`src/sv/npcm_pkg.sv`:
```
// Shared types, constants and helper functions for the nearest palette color mapper.
// Depends on nothing; every other file of the block refers to it by scoped names.
package npcm_pkg;

  // Default palette size and fixed field widths.
  localparam int PALETTE_ENTRIES_DEFAULT = 256;
  localparam int CHAN_W  = 8;
  localparam int INDEX_W = 8;
  localparam int RAW_W   = 32;
  localparam int DIST_W  = 18;
  localparam int CFG_INDEX_W = 2;
  localparam int CFG_DATA_W  = 32;

  // Request opcodes.
  localparam logic OP_LOAD = 1'b0;
  localparam logic OP_MAP  = 1'b1;

  // Color-key modes.
  localparam logic [1:0] KEY_NONE   = 2'd0;
  localparam logic [1:0] KEY_ALPHA  = 2'd1;
  localparam logic [1:0] KEY_SOURCE = 2'd2;
  localparam logic [1:0] KEY_AVOID  = 2'd3;

  // Configuration register indexes.
  localparam logic [CFG_INDEX_W-1:0] REG_KEY_MODE   = 2'd0;
  localparam logic [CFG_INDEX_W-1:0] REG_DEST_KEY   = 2'd1;
  localparam logic [CFG_INDEX_W-1:0] REG_SOURCE_KEY = 2'd2;

  // Alpha below this value selects the destination key.
  localparam logic [CHAN_W-1:0] ALPHA_KEY_LIMIT = 8'd128;

  // Larger than any real squared distance (3 * 255 * 255).
  localparam logic [DIST_W-1:0] DIST_MAX = '1;

  // One request as it travels down the chain of cells.
  typedef struct packed {
    logic               valid;
    logic               is_load;
    logic [INDEX_W-1:0] entry;
    logic [CHAN_W-1:0]  red;
    logic [CHAN_W-1:0]  green;
    logic [CHAN_W-1:0]  blue;
    logic               keyed;
    logic [DIST_W-1:0]  best_dist;
    logic [INDEX_W-1:0] best_idx;
  } npcm_item_t;

  // Absolute difference of two channel values.
  function automatic logic [CHAN_W-1:0] abs_diff(input logic [CHAN_W-1:0] a,
                                                 input logic [CHAN_W-1:0] b);
    return (a >= b) ? (a - b) : (b - a);
  endfunction

  // Squared RGB distance between a pixel and a packed 24-bit palette color.
  function automatic logic [DIST_W-1:0] sq_dist(input logic [CHAN_W-1:0]   r,
                                                input logic [CHAN_W-1:0]   g,
                                                input logic [CHAN_W-1:0]   b,
                                                input logic [3*CHAN_W-1:0] color);
    logic [CHAN_W-1:0]   dr;
    logic [CHAN_W-1:0]   dg;
    logic [CHAN_W-1:0]   db;
    logic [2*CHAN_W-1:0] sr;
    logic [2*CHAN_W-1:0] sg;
    logic [2*CHAN_W-1:0] sb;
    dr = abs_diff(r, color[3*CHAN_W-1:2*CHAN_W]);
    dg = abs_diff(g, color[2*CHAN_W-1:CHAN_W]);
    db = abs_diff(b, color[CHAN_W-1:0]);
    sr = dr * dr;
    sg = dg * dg;
    sb = db * db;
    return DIST_W'(sr) + DIST_W'(sg) + DIST_W'(sb);
  endfunction

endpackage

```
`src/sv/npcm_fill.sv`:
```
// Palette fill tracker: one written flag per entry and a count of distinct entries.
// Depends on npcm_pkg.
module npcm_fill #(
  parameter int PALETTE_ENTRIES = npcm_pkg::PALETTE_ENTRIES_DEFAULT
) (
  input  logic                         clk,
  input  logic                         rst,
  input  logic                         load,
  input  logic [npcm_pkg::INDEX_W-1:0] entry_index,
  output logic                         complete
);

  localparam int SEL_W   = (PALETTE_ENTRIES > 1) ? $clog2(PALETTE_ENTRIES) : 1;
  localparam int COUNT_W = $clog2(PALETTE_ENTRIES + 1);
  localparam logic [npcm_pkg::INDEX_W:0] ENTRY_LIMIT = (npcm_pkg::INDEX_W+1)'(PALETTE_ENTRIES);
  localparam logic [COUNT_W-1:0] COUNT_FULL = COUNT_W'(PALETTE_ENTRIES);

  logic [PALETTE_ENTRIES-1:0] written;
  logic [COUNT_W-1:0]         count;
  logic                       in_range;
  logic [SEL_W-1:0]           sel;

  assign in_range = {1'b0, entry_index} < ENTRY_LIMIT;
  assign sel      = entry_index[SEL_W-1:0];
  assign complete = (count == COUNT_FULL);

  // A first write to an entry sets its flag and bumps the count.
  always_ff @(posedge clk) begin
    if (rst) begin
      written <= '0;
      count   <= '0;
    end else if (load && in_range && !written[sel]) begin
      written[sel] <= 1'b1;
      count        <= count + COUNT_W'(1);
    end
  end

endmodule

```
`config.mk`:
```
export PLATFORM = sky130hd
export DESIGN_NAME = npcm_fill
export DESIGN_NICKNAME = d
export VERILOG_FILES = /design/src/sv/npcm_pkg.sv /design/src/sv/npcm_fill.sv
export SDC_FILE = /design/constraint.sdc
export NUM_CORES = 1
export LEC_CHECK = 0
export BUFFER_PORTS_ARGS = -buffer_cell sky130_fd_sc_hd__buf_2
export CAP_MARGIN = 20
export CORE_MARGIN = 4
export CORE_UTILIZATION = 40
export CTS_CLUSTER_SIZE = 40
export DETAILED_ROUTE_END_ITERATION = 10
export PLACE_DENSITY = 0.54
export REMOVE_ABC_BUFFERS = 1
export SLEW_MARGIN = 40
export SYNTH_ARGS = -nofsm -noshare
export SYNTH_HDL_FRONTEND = slang
export SYNTH_SLANG_ARGS = --single-unit
```
`constraint.sdc`:
```
create_clock -name clk -period 4.97 [get_ports clk]
set_input_delay 0.497 -clock clk [delete_from_list [all_inputs] [get_ports clk]]
set_output_delay 0.497 -clock clk [all_outputs]
set_load 0.02 [all_outputs]
```
==> results.md <==
* Initial antenna violation count at 1
* Worst R2R Path Depth at 8
* Power Total at ~4.7 mW
* Clock Pin Slew Worst Setup and Hold Paths at about 0.060 ns
* Met3 routed WL at around 1500 µm
* VDD IR max at about 0.29 mV
* Netlist cell types at 53
* Top-count cell post-synth: dfxtp_1
* Crit path required time at approximately 5.4 ns
* Post-CTS Repair Setup Buffers at 0
* H-Tree Depth at 1
* Sw Ratio at 0.246
* PwrDens at 353 nW/µm²
* Hold Buf Count CTS at 0
* Hold Vio Cnt, Final at 0
* Final period utilization at 0.729
* Main combinational cell family by area after synthesis: compound AO/OA/AOI/OAI gates
* Routed length on met1 at around 16000 µm
* CP Class: in -> reg
* Setup crit start kind: input pin
* Syn avg cell area at roughly 9.7 µm²
* Ratio of cells with drive above 1 in the final layout at 0.134
* Worst slew pin tran at approximately 0.87 ns
* All-layer global routing usage at 0.195
* Crit path to: written[162]$_SDFFE_PP0P_
* Largest net degree at the start of global routing at 100
* Final Max Slew Viols at 0
* Initial drt markers at between 800 and 900
* Core area at roughly 30000 µm²
* Sequential element share of the synthesized area at 0.437
* Lkg Pwr at 3.91 nW
* Final setup fails at 0
* Mapped Cells at 1247
* Height of the die at between 150 and 200 µm
* Post-synthesis compound-gate area fraction at 0.219
* CTS max path bufs at 3
* Slew HR at 0.417
* Die area at ~33000 µm²
* Crit end category: register
* Die W at between 150 and 200 µm
* DR top layer: met4
* Synth Area in XOR/XNOR at 0
* Placed wire-length estimate at between 15000 and 20000 µm
* Reg2Reg Launch Point: written[110]$_SDFFE_PP0P_
* Reg2reg setup slack at approximately 1.7 ns
* Num rows at 63
* Fin nets at 1206
* Synth Area in Adders at 0.00206
* Comb pwr share at 0.075
* Simple-Gate Fraction of Synth Area at 0.0868
* Congestion Overflow GR at 0
* Final min period at 3.62 ns
* Ys flop type: dfxtp_1
* First-pass GRT wire length at about 53000 µm
* Worst Path Max Fanout at 97
* Register share of total power at 0.455
* Hold Crit Class: reg -> reg
* Worst Skew at 0.0105 ns
* CTS sink cnt at approximately 270
* Vias/cell at between 5 and 6
* Routed len/inst at a little over 20 µm
* Vias at a little over 9000
* Synth top area cells: dfxtp_1 44%, o32ai_1 18%, mux4_2 8.7%
* Mapped Area at between 10000 and 15000 µm²
* Final TNS setup at 0 ns
* Antenna Nets Post-Route at 0
* RSZ-0062 raised after global routing: false
* 1st-pass router iterations at 5
* CP arrival at just over 4 ns
* Top cell type's share of synthesized area at 0.437
* Async S/R FF share, synth at 0
* R2r endpoint: written[162]$_SDFFE_PP0P_
* Max cap viols at 0
* Fmax at 276 MHz
* Largest area contributor in the netlist: dfxtp_1
* Post-cts resize count at 0
* Worst setup path start: entry_index[1]
* Post-synth EDFFs at 0
* Status: complete, no violations
* Commonest cells post-synth: 265 x dfxtp_1, 261 x inv_1, 253 x o32ai_1
* Area Overhead vs Synth at 9.32%
* Initial core utilization at 0.407
* Buffers on Ports at 11
* Synthesis Warnings at 0
* RePlAce Congestion at about 0.77
* Met2 routed WL at around 15000 µm
* Ports at 12
* CTS tree: done
* Multiplexer share of the synthesized area at 0.115
* Num CTS Buffers at 29
* P_sw at ~1.2 mW
* Number of global-route vias before repair at about 9300
* Routed wire length at about 33000 µm
* CTS Root Cell: clkbuf_16
* Clk network pwr share at 0.469
* DRC errors left at 0
* Worst skew pair latency at 0.55 ns
* #FFs+latches synth at 265
* Cell-internal power at approximately 3.5 mW
## cell usage in the layout (no fill, tap or decap), types with 14 or more instances in the layout
cell type	n
inv_1	261
mux2i_1	18
buf_4	26
dfxtp_1	265
nor2b_1	14
mux4_2	47
nor2_1	20
nand2_1	91
clkbuf_16	29
o32ai_1	253
## how the worst min path moves through the flow
stage / cells past startpoint / from / end / slack, ns
2_1_floorplan: 2 / written[112]$_SDFFE_PP0P_ / written[112]$_SDFFE_PP0P_ / 0.43
3_3_place_gp: 2 / written[182]$_SDFFE_PP0P_ / written[182]$_SDFFE_PP0P_ / 0.44
3_5_place_dp: 2 / written[66]$_SDFFE_PP0P_ / written[66]$_SDFFE_PP0P_ / 0.44
4_1_cts: 2 / written[66]$_SDFFE_PP0P_ / written[66]$_SDFFE_PP0P_ / 0.45
5_1_grt: 2 / written[108]$_SDFFE_PP0P_ / written[108]$_SDFFE_PP0P_ / 0.46
6_report: 2 / written[66]$_SDFFE_PP0P_ / written[66]$_SDFFE_PP0P_ / 0.45
## cell type report
type | instances | area, µm²
Timing Repair Buffer | 41 | 337
Sequential cell | 265 | 5310
Multi-Input combinational cell | 595 | 5170
Clock buffer | 46 | 890
Tap cell | 390 | 488
Antenna cell | 1 | 2.50
Clock inverter | 7 | 88.8
Fill cell | 2881 | 16500
Inverter | 261 | 980
## power by group through the flow
stage | logic [mW] | registers, mW | clock network, mW
after floorplan | 0.152 | 2.18 | 0
after global placement | 0.351 | 2.18 | 0
after detailed placement | 0.351 | 2.18 | 0
after CTS | 0.351 | 2.13 | 2.24
after global routing | 0.378 | 2.13 | 2.32
final | 0.354 | 2.13 | 2.20
## routing by layer
| metal | vias to the layer above | GRT usage |
|---|---|---|
| li1 | 4462 | - |
| met1 | 4618 | 0.281 |
| met2 | 214 | 0.314 |
| met3 | 44 | 0.0275 |
| met4 | 0 | 0.0399 |
| met5 | - | 0 |
## cell families (layout without fill, tap and decap cells)
family,after synthesis,in the layout
AO/OA/AOI/OAI,309,309
adder cells (fa/ha/maj),2,2
buffers and inverters,387,355
flip-flops,265,265
multiplexers,79,79
other,0,1
AND/OR/NAND/NOR,205,205
## through the flow
stage / cells / instance area [µm²] / hold slack [ns] / setup WS, ns / util
final: 1606 / 13300 / 0.453 / 1.35 / 0.445
after global routing: 1605 / 13300 / 0.462 / 1.11 / 0.445
after CTS: 1605 / 13200 / 0.453 / 1.39 / 0.445
after detailed placement: 1552 / 12300 / 0.443 / 0.830 / 0.412
after global placement: 1552 / 12300 / 0.438 / 0.855 / 0.411
after floorplan: 1121 / 11400 / 0.428 / 0.341 / -
## critical path: stages
cell     delay, ns
buf_4         0.58
mux4_2        0.61
and3_1        0.19
o41ai_1       0.48
a311o_1       0.28
and3_1        0.32
nand3_4       0.32
buf_12        0.35
o32ai_1       0.34
## registers in the layout (all words and copies together), names as in the netlist
name and count:
count 9, written 256
No activity file was read; power rests on OpenSTA's default activity.
