File: src/sv/npcm_pkg.sv
// Shared types, constants and helper functions for the nearest palette color mapper.
// Depends on nothing; every other file of the block refers to it by scoped names.
package npcm_pkg;

  // Default palette size and fixed field widths.
  localparam int PALETTE_ENTRIES_DEFAULT = 256;
  localparam int CHAN_W  = 8;
  localparam int INDEX_W = 8;
  localparam int RAW_W   = 32;
  localparam int DIST_W  = 18;
  localparam int CFG_INDEX_W = 2;
  localparam int CFG_DATA_W  = 32;

  // Request opcodes.
  localparam logic OP_LOAD = 1'b0;
  localparam logic OP_MAP  = 1'b1;

  // Color-key modes.
  localparam logic [1:0] KEY_NONE   = 2'd0;
  localparam logic [1:0] KEY_ALPHA  = 2'd1;
  localparam logic [1:0] KEY_SOURCE = 2'd2;
  localparam logic [1:0] KEY_AVOID  = 2'd3;

  // Configuration register indexes.
  localparam logic [CFG_INDEX_W-1:0] REG_KEY_MODE   = 2'd0;
  localparam logic [CFG_INDEX_W-1:0] REG_DEST_KEY   = 2'd1;
  localparam logic [CFG_INDEX_W-1:0] REG_SOURCE_KEY = 2'd2;

  // Alpha below this value selects the destination key.
  localparam logic [CHAN_W-1:0] ALPHA_KEY_LIMIT = 8'd128;

  // Larger than any real squared distance (3 * 255 * 255).
  localparam logic [DIST_W-1:0] DIST_MAX = '1;

  // One request as it travels down the chain of cells.
  typedef struct packed {
    logic               valid;
    logic               is_load;
    logic [INDEX_W-1:0] entry;
    logic [CHAN_W-1:0]  red;
    logic [CHAN_W-1:0]  green;
    logic [CHAN_W-1:0]  blue;
    logic               keyed;
    logic [DIST_W-1:0]  best_dist;
    logic [INDEX_W-1:0] best_idx;
  } npcm_item_t;

  // Absolute difference of two channel values.
  function automatic logic [CHAN_W-1:0] abs_diff(input logic [CHAN_W-1:0] a,
                                                 input logic [CHAN_W-1:0] b);
    return (a >= b) ? (a - b) : (b - a);
  endfunction

  // Squared RGB distance between a pixel and a packed 24-bit palette color.
  function automatic logic [DIST_W-1:0] sq_dist(input logic [CHAN_W-1:0]   r,
                                                input logic [CHAN_W-1:0]   g,
                                                input logic [CHAN_W-1:0]   b,
                                                input logic [3*CHAN_W-1:0] color);
    logic [CHAN_W-1:0]   dr;
    logic [CHAN_W-1:0]   dg;
    logic [CHAN_W-1:0]   db;
    logic [2*CHAN_W-1:0] sr;
    logic [2*CHAN_W-1:0] sg;
    logic [2*CHAN_W-1:0] sb;
    dr = abs_diff(r, color[3*CHAN_W-1:2*CHAN_W]);
    dg = abs_diff(g, color[2*CHAN_W-1:CHAN_W]);
    db = abs_diff(b, color[CHAN_W-1:0]);
    sr = dr * dr;
    sg = dg * dg;
    sb = db * db;
    return DIST_W'(sr) + DIST_W'(sg) + DIST_W'(sb);
  endfunction

endpackage

File: src/sv/npcm_cell.sv
// One palette cell: holds one palette color and refines the running nearest match
// of each pixel request passing through. Depends on npcm_pkg.
module npcm_cell #(
  parameter int CELL_INDEX = 0
) (
  input  logic                 clk,
  input  logic                 rst,
  input  logic                 adv,
  input  npcm_pkg::npcm_item_t link_in,
  output npcm_pkg::npcm_item_t link_out
);

  logic [3*npcm_pkg::CHAN_W-1:0] color;
  logic [npcm_pkg::DIST_W-1:0]   pix_dist;
  logic                          hit_load;
  npcm_pkg::npcm_item_t          link_next;

  assign hit_load = link_in.valid && link_in.is_load &&
                    (link_in.entry == npcm_pkg::INDEX_W'(CELL_INDEX));

  // Distance of the passing pixel to this cell's color; strict compare keeps the lower index on a tie.
  always_comb begin
    pix_dist  = npcm_pkg::sq_dist(link_in.red, link_in.green, link_in.blue, color);
    link_next = link_in;
    if (link_in.valid && !link_in.is_load && (pix_dist < link_in.best_dist)) begin
      link_next.best_dist = pix_dist;
      link_next.best_idx  = npcm_pkg::INDEX_W'(CELL_INDEX);
    end
  end

  // A load request for this entry replaces the color as it passes.
  always_ff @(posedge clk) begin
    if (adv && hit_load) begin
      color <= {link_in.red, link_in.green, link_in.blue};
    end
  end

  // Hand the request on to the next cell.
  always_ff @(posedge clk) begin
    if (rst) begin
      link_out.valid <= 1'b0;
    end else if (adv) begin
      link_out <= link_next;
    end
  end

endmodule

File: config.mk
export PLATFORM = sky130hd
export DESIGN_NAME = npcm_cell
export DESIGN_NICKNAME = d
export VERILOG_FILES = /design/src/sv/npcm_pkg.sv /design/src/sv/npcm_cell.sv
export SDC_FILE = /design/constraint.sdc
export NUM_CORES = 1
export LEC_CHECK = 0
export ABC_AREA = 1
export BUFFER_PORTS_ARGS = -buffer_cell sky130_fd_sc_hd__buf_4
export CORE_AREA = 2 2 163 165
export DETAILED_ROUTE_END_ITERATION = 6
export DIE_AREA = 0 0 165 167
export PLACE_DENSITY = 0.71
export SLEW_MARGIN = 10
export SYNTH_ARGS = -nofsm -noshare
export SYNTH_HDL_FRONTEND = slang
export SYNTH_SLANG_ARGS = --single-unit
File: constraint.sdc
create_clock -name clk -period 11.37 [get_ports clk]
set_input_delay 2.274 -clock clk [delete_from_list [all_inputs] [get_ports clk]]
set_output_delay 2.274 -clock clk [all_outputs]
set_load 0.005 [all_outputs]
==> results of run 1 <==
==> cells by family after synthesis <==
| group | share of synthesized area |
|---|---|
| compound gates | 0.04010 |
| xor+xnor | 0.02212 |
| fa+ha+maj | 0.3960 |
| buf+inv | 0.1266 |
| flops | 0.2214 |
| simple gates | 0.1937 |
==> worst min-delay path, stage by stage (launching register included) <==
cell,delay (ps)
dfxtp_1,320
nand2_1,60
a21oi_1,60
==> per-layer routing <==
metal  GRT usage  routed length (um)
met5           0                   0
met1      0.2408               10770
met3     0.03736                1638
met2      0.3125               11230
met4     0.06389                 732
==> final timing paths <==
kind / from / endpoint / slack [ps]
max: link_in[27] / link_out[15] / 740
max reg2reg: color[0] / link_out[15] / 2420
min: link_out[60] / link_out[60] / 480
min reg2reg: link_out[60] / link_out[60] / 480
==> final cells by class <==
| cell class | count | area share |
|---|---|---|
| tap | 335 | 0.03206 |
| sequential | 85 | 0.1945 |
| clock buffer | 9 | 0.01722 |
| inverter | 368 | 0.1058 |
| clock inverter | 7 | 0.004211 |
| timing repair buffer | 127 | 0.07292 |
| multi-input combinational | 896 | 0.5733 |
==> state kept, by name, summed over array words and instances, names as in the netlist <==
signal    cells
color        24
link_out     61
==> metrics by stage <==
| step | std cells | hold slack (ps) | instance area [um2] | setup WS [ps] | util |
|---|---|---|---|---|---|
| after floorplan | 1360 | 449.3 | 11480 | 1523 | - |
| after global placement | 1811 | 448.6 | 12790 | 626.6 | 0.4966 |
| after detailed placement | 1811 | 480.7 | 12790 | 384.5 | 0.4966 |
| after CTS | 1827 | 490.8 | 13080 | 726.7 | 0.5075 |
| after global routing | 1827 | 513.1 | 13080 | 158.3 | 0.5075 |
| final | 1827 | 483.9 | 13080 | 739.5 | 0.5075 |
==> placed cells by master, fill, tap and decap left out, types with 10 or more instances in the layout <==
master    synthesis  final
fa_1            139    139
nand3_1          40     40
buf_4             1    127
inv_1           357    357
nor2_2           12     13
a21oi_1          40     40
nand2_2          18     18
edfxtp_1         84     84
nand2_1         299    299
ha_1            141    141
nor2_1           99     97
xor2_1           23     23
o21ai_0          10     10
nand4_1          16     16
inv_2            10     10
==> key figures, run 1 <==
Status
  – Status: completed

Clocking
  – Clk slew on worst S/H paths: 70 ps
  – Post-CTS Setup Repair Bufs: 0
  – Worst-skew pair later-pin latency: between 300 and 400 ps
  – Hold_buf cts: 0
  – Clk buf depth: 2
  – Num CTS Buffers: 9
  – CTS resizes: 0
  – CTS tree: yes
  – Number of H-tree levels: 3
  – Clock root buffer: clkbuf_16
  – CTS sink count: 85

Die
  – Row cnt: 59
  – Die footprint: about 0.028 mm2
  – Die width: between 150 and 200 um
  – Die span in y: around 170 um
  – Core box area: about 0.026 mm2
  – Boundary Pins: 125
  – Initial core utilization: 0.4457

Cells and area
  – Multi-input logic area: roughly 0.0075 mm2
  – Layout cells sized above 1: 0.1408
  – Area Growth Syn to Fin: 13.87%
  – Layout Nets: between 1500 and 2000
  – N_diodes: 0
  – FF/Latch Area: approximately 0.0025 mm2
  – Fill count: approximately 2400

Route
  – Pre-antenna DRT Iters: 7
  – Routed via count: slightly below 9000
  – Initial DRC count: 477
  – WL final: ~24000 um
  – WL/cell: 13.34 um
  – Vias/cell: between 4 and 5
  – Drt drc: 0
  – Post-route antenna net violation count: 0

Yosys
  – Synth top area cells: fa_1 (24%), edfxtp_1 (22%), ha_1 (15%)
  – Cells after Synth: between 1000 and 1500
  – Synth Register Bits: 85
  – Synth unique cells: 36
  – Most common cell in the netlist: inv_1
  – Post-synth top cells: inv_1 (357), nand2_1 (299), ha_1 (141), fa_1 (139), nor2_1 (99)
  – Yosys top cell area share: 0.2423
  – Post-synthesis sequential area ratio: 0.2214
  – Post-synth top area cell: fa_1
  – Syn Nets: around 1700
  – Syn_area_per_cell: roughly 8.4 um2
  – Synthesized cell area: roughly 0.011 mm2
  – Synth warn: 0
  – Post-synth ARST share: 0
  – Synth Flop Type: edfxtp_1
  – EDFF count, synth: 84

Worst setup path
  – Crit-path leading delay family: adder cells
  – Setup crit start kind: input port
  – Slowest-stage cell, CP: nor2_2
  – CP max stage delay: 570 ps
  – Reg2reg path depth: 37
  – Crit path depth: 41
  – CP required: 11590 ps
  – Arrival time worst endpoint: 10850 ps
  – CP most frequent cell: nand2_1
  – Buffers plus inverters on the worst setup path: 8
  – Worst Setup End Kind: flop
  – Worst Path Max Fanout: 18
  – Setup Crit Path Kind: input port to flop

Place
  – Final Wtd Congestion: between 0.8 and 0.9
  – DP HPWL: around 21000 um
  – Port bufs: about 120

Min path
  – Hold Path Depth: 2
  – Worst hold path class: flop to flop

Timing
  – Clock Skew: ~16 ps
  – Final Setup Violations: 0
  – Final Hold Vio Count: 0
  – Tcrit/Tclk final: 0.9350
  – Setup TNS: 0 ps
  – Final min period: 10630 ps
  – Worst slew margin: 0.4765
  – Worst Tran Pin Value: 783.3 ps
  – Unrepaired setup endpoints after global routing: no
  – Final number of max-transition violations: 0
  – Max Freq: ~0.094 GHz

GRT
  – Largest net degree at the start of global routing: 32
  – Global-route usage over all layers: 0.1869
  – Gr ovfl total: 0
  – Vias in the first global route: just over 9000
  – Initial antenna violation count: 0
  – First-pass GRT wire length: between 40000 and 50000 um

Run
  – Max-cap violation count: 0
Power of run 1 is left out: the tool's default activity adds up to more than one toggle a clock period on the data nets, which glitch-free logic cannot reach.
==> run 2: changes to the inputs <==
--- a/config.mk
+++ b/config.mk
@@ -7,5 +7,5 @@
 export LEC_CHECK = 0
 export ABC_AREA = 1
-export BUFFER_PORTS_ARGS = -buffer_cell sky130_fd_sc_hd__buf_4
+export BUFFER_PORTS_ARGS = -buffer_cell sky130_fd_sc_hd__buf_2
 export CORE_AREA = 2 2 163 165
 export DETAILED_ROUTE_END_ITERATION = 6
==> constraint.sdc (replaced) <==
create_clock -name clk -period 11.37 [get_ports clk]
set_input_delay 1.137 -clock clk [delete_from_list [all_inputs] [get_ports clk]]
set_output_delay 1.137 -clock clk [all_outputs]
set_load 0.005 [all_outputs]
==> run 2 against run 1 <==
Against the previous run:
- clock skew down 3.7 ps
- final cell count about the same
- utilization down 1.0 points
- count of clock-buffer cells in the layout unchanged
- critical endpoint is now link_out[0]
- maximum frequency up 8.9%
- first-iteration DRC count up 9.2%
- via count about the same
==> key figures, run 2 (same netlist as run 1, synthesis figures left out) <==
Timing
  – Worst Tran Pin Value: 1038 ps
  – Worst hold slack: 466.4 ps
  – Clock Skew: 11.82 ps
  – Setup WS post-layout: about 1600 ps
  – Unrepaired setup endpoints after global routing: no
  – Worst slew margin: 0.3059
  – Setup TNS: 0 ps
  – Max Freq: about 0.10 GHz
  – Tcrit/Tclk final: 0.8585
  – Final Setup Violations: 0
  – Final number of max-transition violations: 0
  – Final Hold Vio Count: 0
  – Final min period: 9761 ps

Die
  – Row cnt: around 60
  – Boundary Pins: between 100 and 150
  – Core box area: 0.02576 mm2
  – Die span in y: between 150 and 200 um
  – Die width: ~170 um
  – Initial core utilization: 0.4457
  – Die footprint: 0.02756 mm2

Cells and area
  – Leading cell types in the layout, fill and taps excluded: inv_1 (357), nand2_1 (299), ha_1 (141)
  – Layout Nets: about 1800
  – Most common cell after layout, fill and taps aside: inv_1
  – Area Growth Syn to Fin: 11.52%
  – Biggest regs: link_out: 61 flops, color: 24 flops
  – Most flop-heavy register: link_out
  – Max FFs per register: roughly 60
  – Post-layout util: 0.4970
  – Fill count: around 2400
  – Layout cells sized above 1: 0.1402
  – N_diodes: 0

Place
  – Port bufs: around 120
  – Final Wtd Congestion: between 0.8 and 0.9
  – Pre-CTS setup slack: 1156 ps
  – DP HPWL: just over 20000 um

Worst setup path
  – Reg-to-Reg Start: color[0]
  – Setup slack, reg-to-reg: 2140 ps
  – Worst Path Max Fanout: 26
  – Worst Setup End Kind: flop
  – Arrival time worst endpoint: slightly below 10000 ps
  – Setup Crit Path Kind: input port to flop
  – CP most frequent cell: nand2_1
  – Slowest-stage cell, CP: nand4_1
  – Reg2reg path depth: 36
  – Critical path origin: link_in[27]
  – CP max stage delay: 830 ps
  – CP required: between 10000 and 15000 ps
  – Setup crit start kind: input port
  – Crit path to: link_out[0]
  – R2R Path End: link_out[0]

GRT
  – Vias in the first global route: approximately 8900
  – First-pass GRT wire length: around 41000 um
  – Largest net degree at the start of global routing: 61
  – Initial antenna violation count: 0
  – Global-route usage over all layers: 0.1878
  – Gr ovfl total: 0

Clocking
  – Clk slew on worst S/H paths: about 70 ps
  – CTS resizes: 0
  – CTS sink count: 85
  – Number of H-tree levels: 3
  – CTS tree: yes
  – Post-CTS Setup Repair Bufs: 0
  – Num CTS Buffers: 9
  – Worst-skew pair later-pin latency: approximately 360 ps
  – Hold_buf cts: 0
  – Clock root buffer: clkbuf_16
  – Clk buf depth: 2

Route
  – WL final: 24520 um
  – Initial DRC count: 521
  – Vias/cell: ~4.7
  – Routed via count: 8653
  – Pre-antenna DRT Iters: 5
  – WL/cell: about 13 um
  – Post-route antenna net violation count: 0
  – Drt drc: 0

Status
  – Status: completed

Run
  – Max-cap violation count: 0

Min path
  – Worst hold path class: flop to flop
run 2: cell types whose count changed in the layout (fill, tap and decap cells not counted), sizes merged:
cell	before	now
bufinv	0	2
clkinvlp	1	0
buf	127	126
clkinv	2	1
run 2: worst min path at each step:
stage | cells after the start | from | end
5_1_grt | 2 | link_out[60] | link_out[60]
2_1_floorplan | 2 | link_out[60] | link_out[60]
3_5_place_dp | 2 | link_out[60] | link_out[60]
6_report | 2 | link_out[60] | link_out[60]
3_3_place_gp | 2 | link_out[60] | link_out[60]
4_1_cts | 2 | link_out[60] | link_out[60]
run 2: metrics by stage:
stage / instances / cell area (um2)
4_1_cts: 1826 / 12800
2_1_floorplan: 1360 / 11480
5_1_grt: 1826 / 12800
3_3_place_gp: 1810 / 12480
6_report: 1826 / 12800
3_5_place_dp: 1810 / 12480
run 2: layout make-up:
class	count	area, um2	share of cell area
multi-input cells	896	7496	0.5854
flip-flops and latches	85	2542	0.1986
inverters	368	1384	0.1081
repair buffers	126	635.6	0.04964
well taps	335	419.2	0.03273
clock buffers	9	225.2	0.01759
clock inverters	7	102.6	0.008012
run 2: per-layer routing:
| layer | vias up | routed length [um] | part of all wire | track usage |
|---|---|---|---|---|
| li1 | 4351 | - | - | - |
| met1 | 4061 | 11070 | 0.45 | 0.2465 |
| met2 | 210 | 11760 | 0.48 | 0.3266 |
| met3 | 31 | 1256 | 0.051 | 0.02964 |
| met4 | 0 | 435 | 0.018 | 0.03932 |
| met5 | - | 0 | 0 | 0 |
run 2: critical path: cells and delay by family:
family | cells | cell delay, ps
AO/OA/AOI/OAI | 4 | 510
adder cells (fa/ha/maj) | 11 | 4780
buffers and inverters | 9 | 740
AND/OR/NAND/NOR | 16 | 2700
Power of run 2 is left out for the same reason.
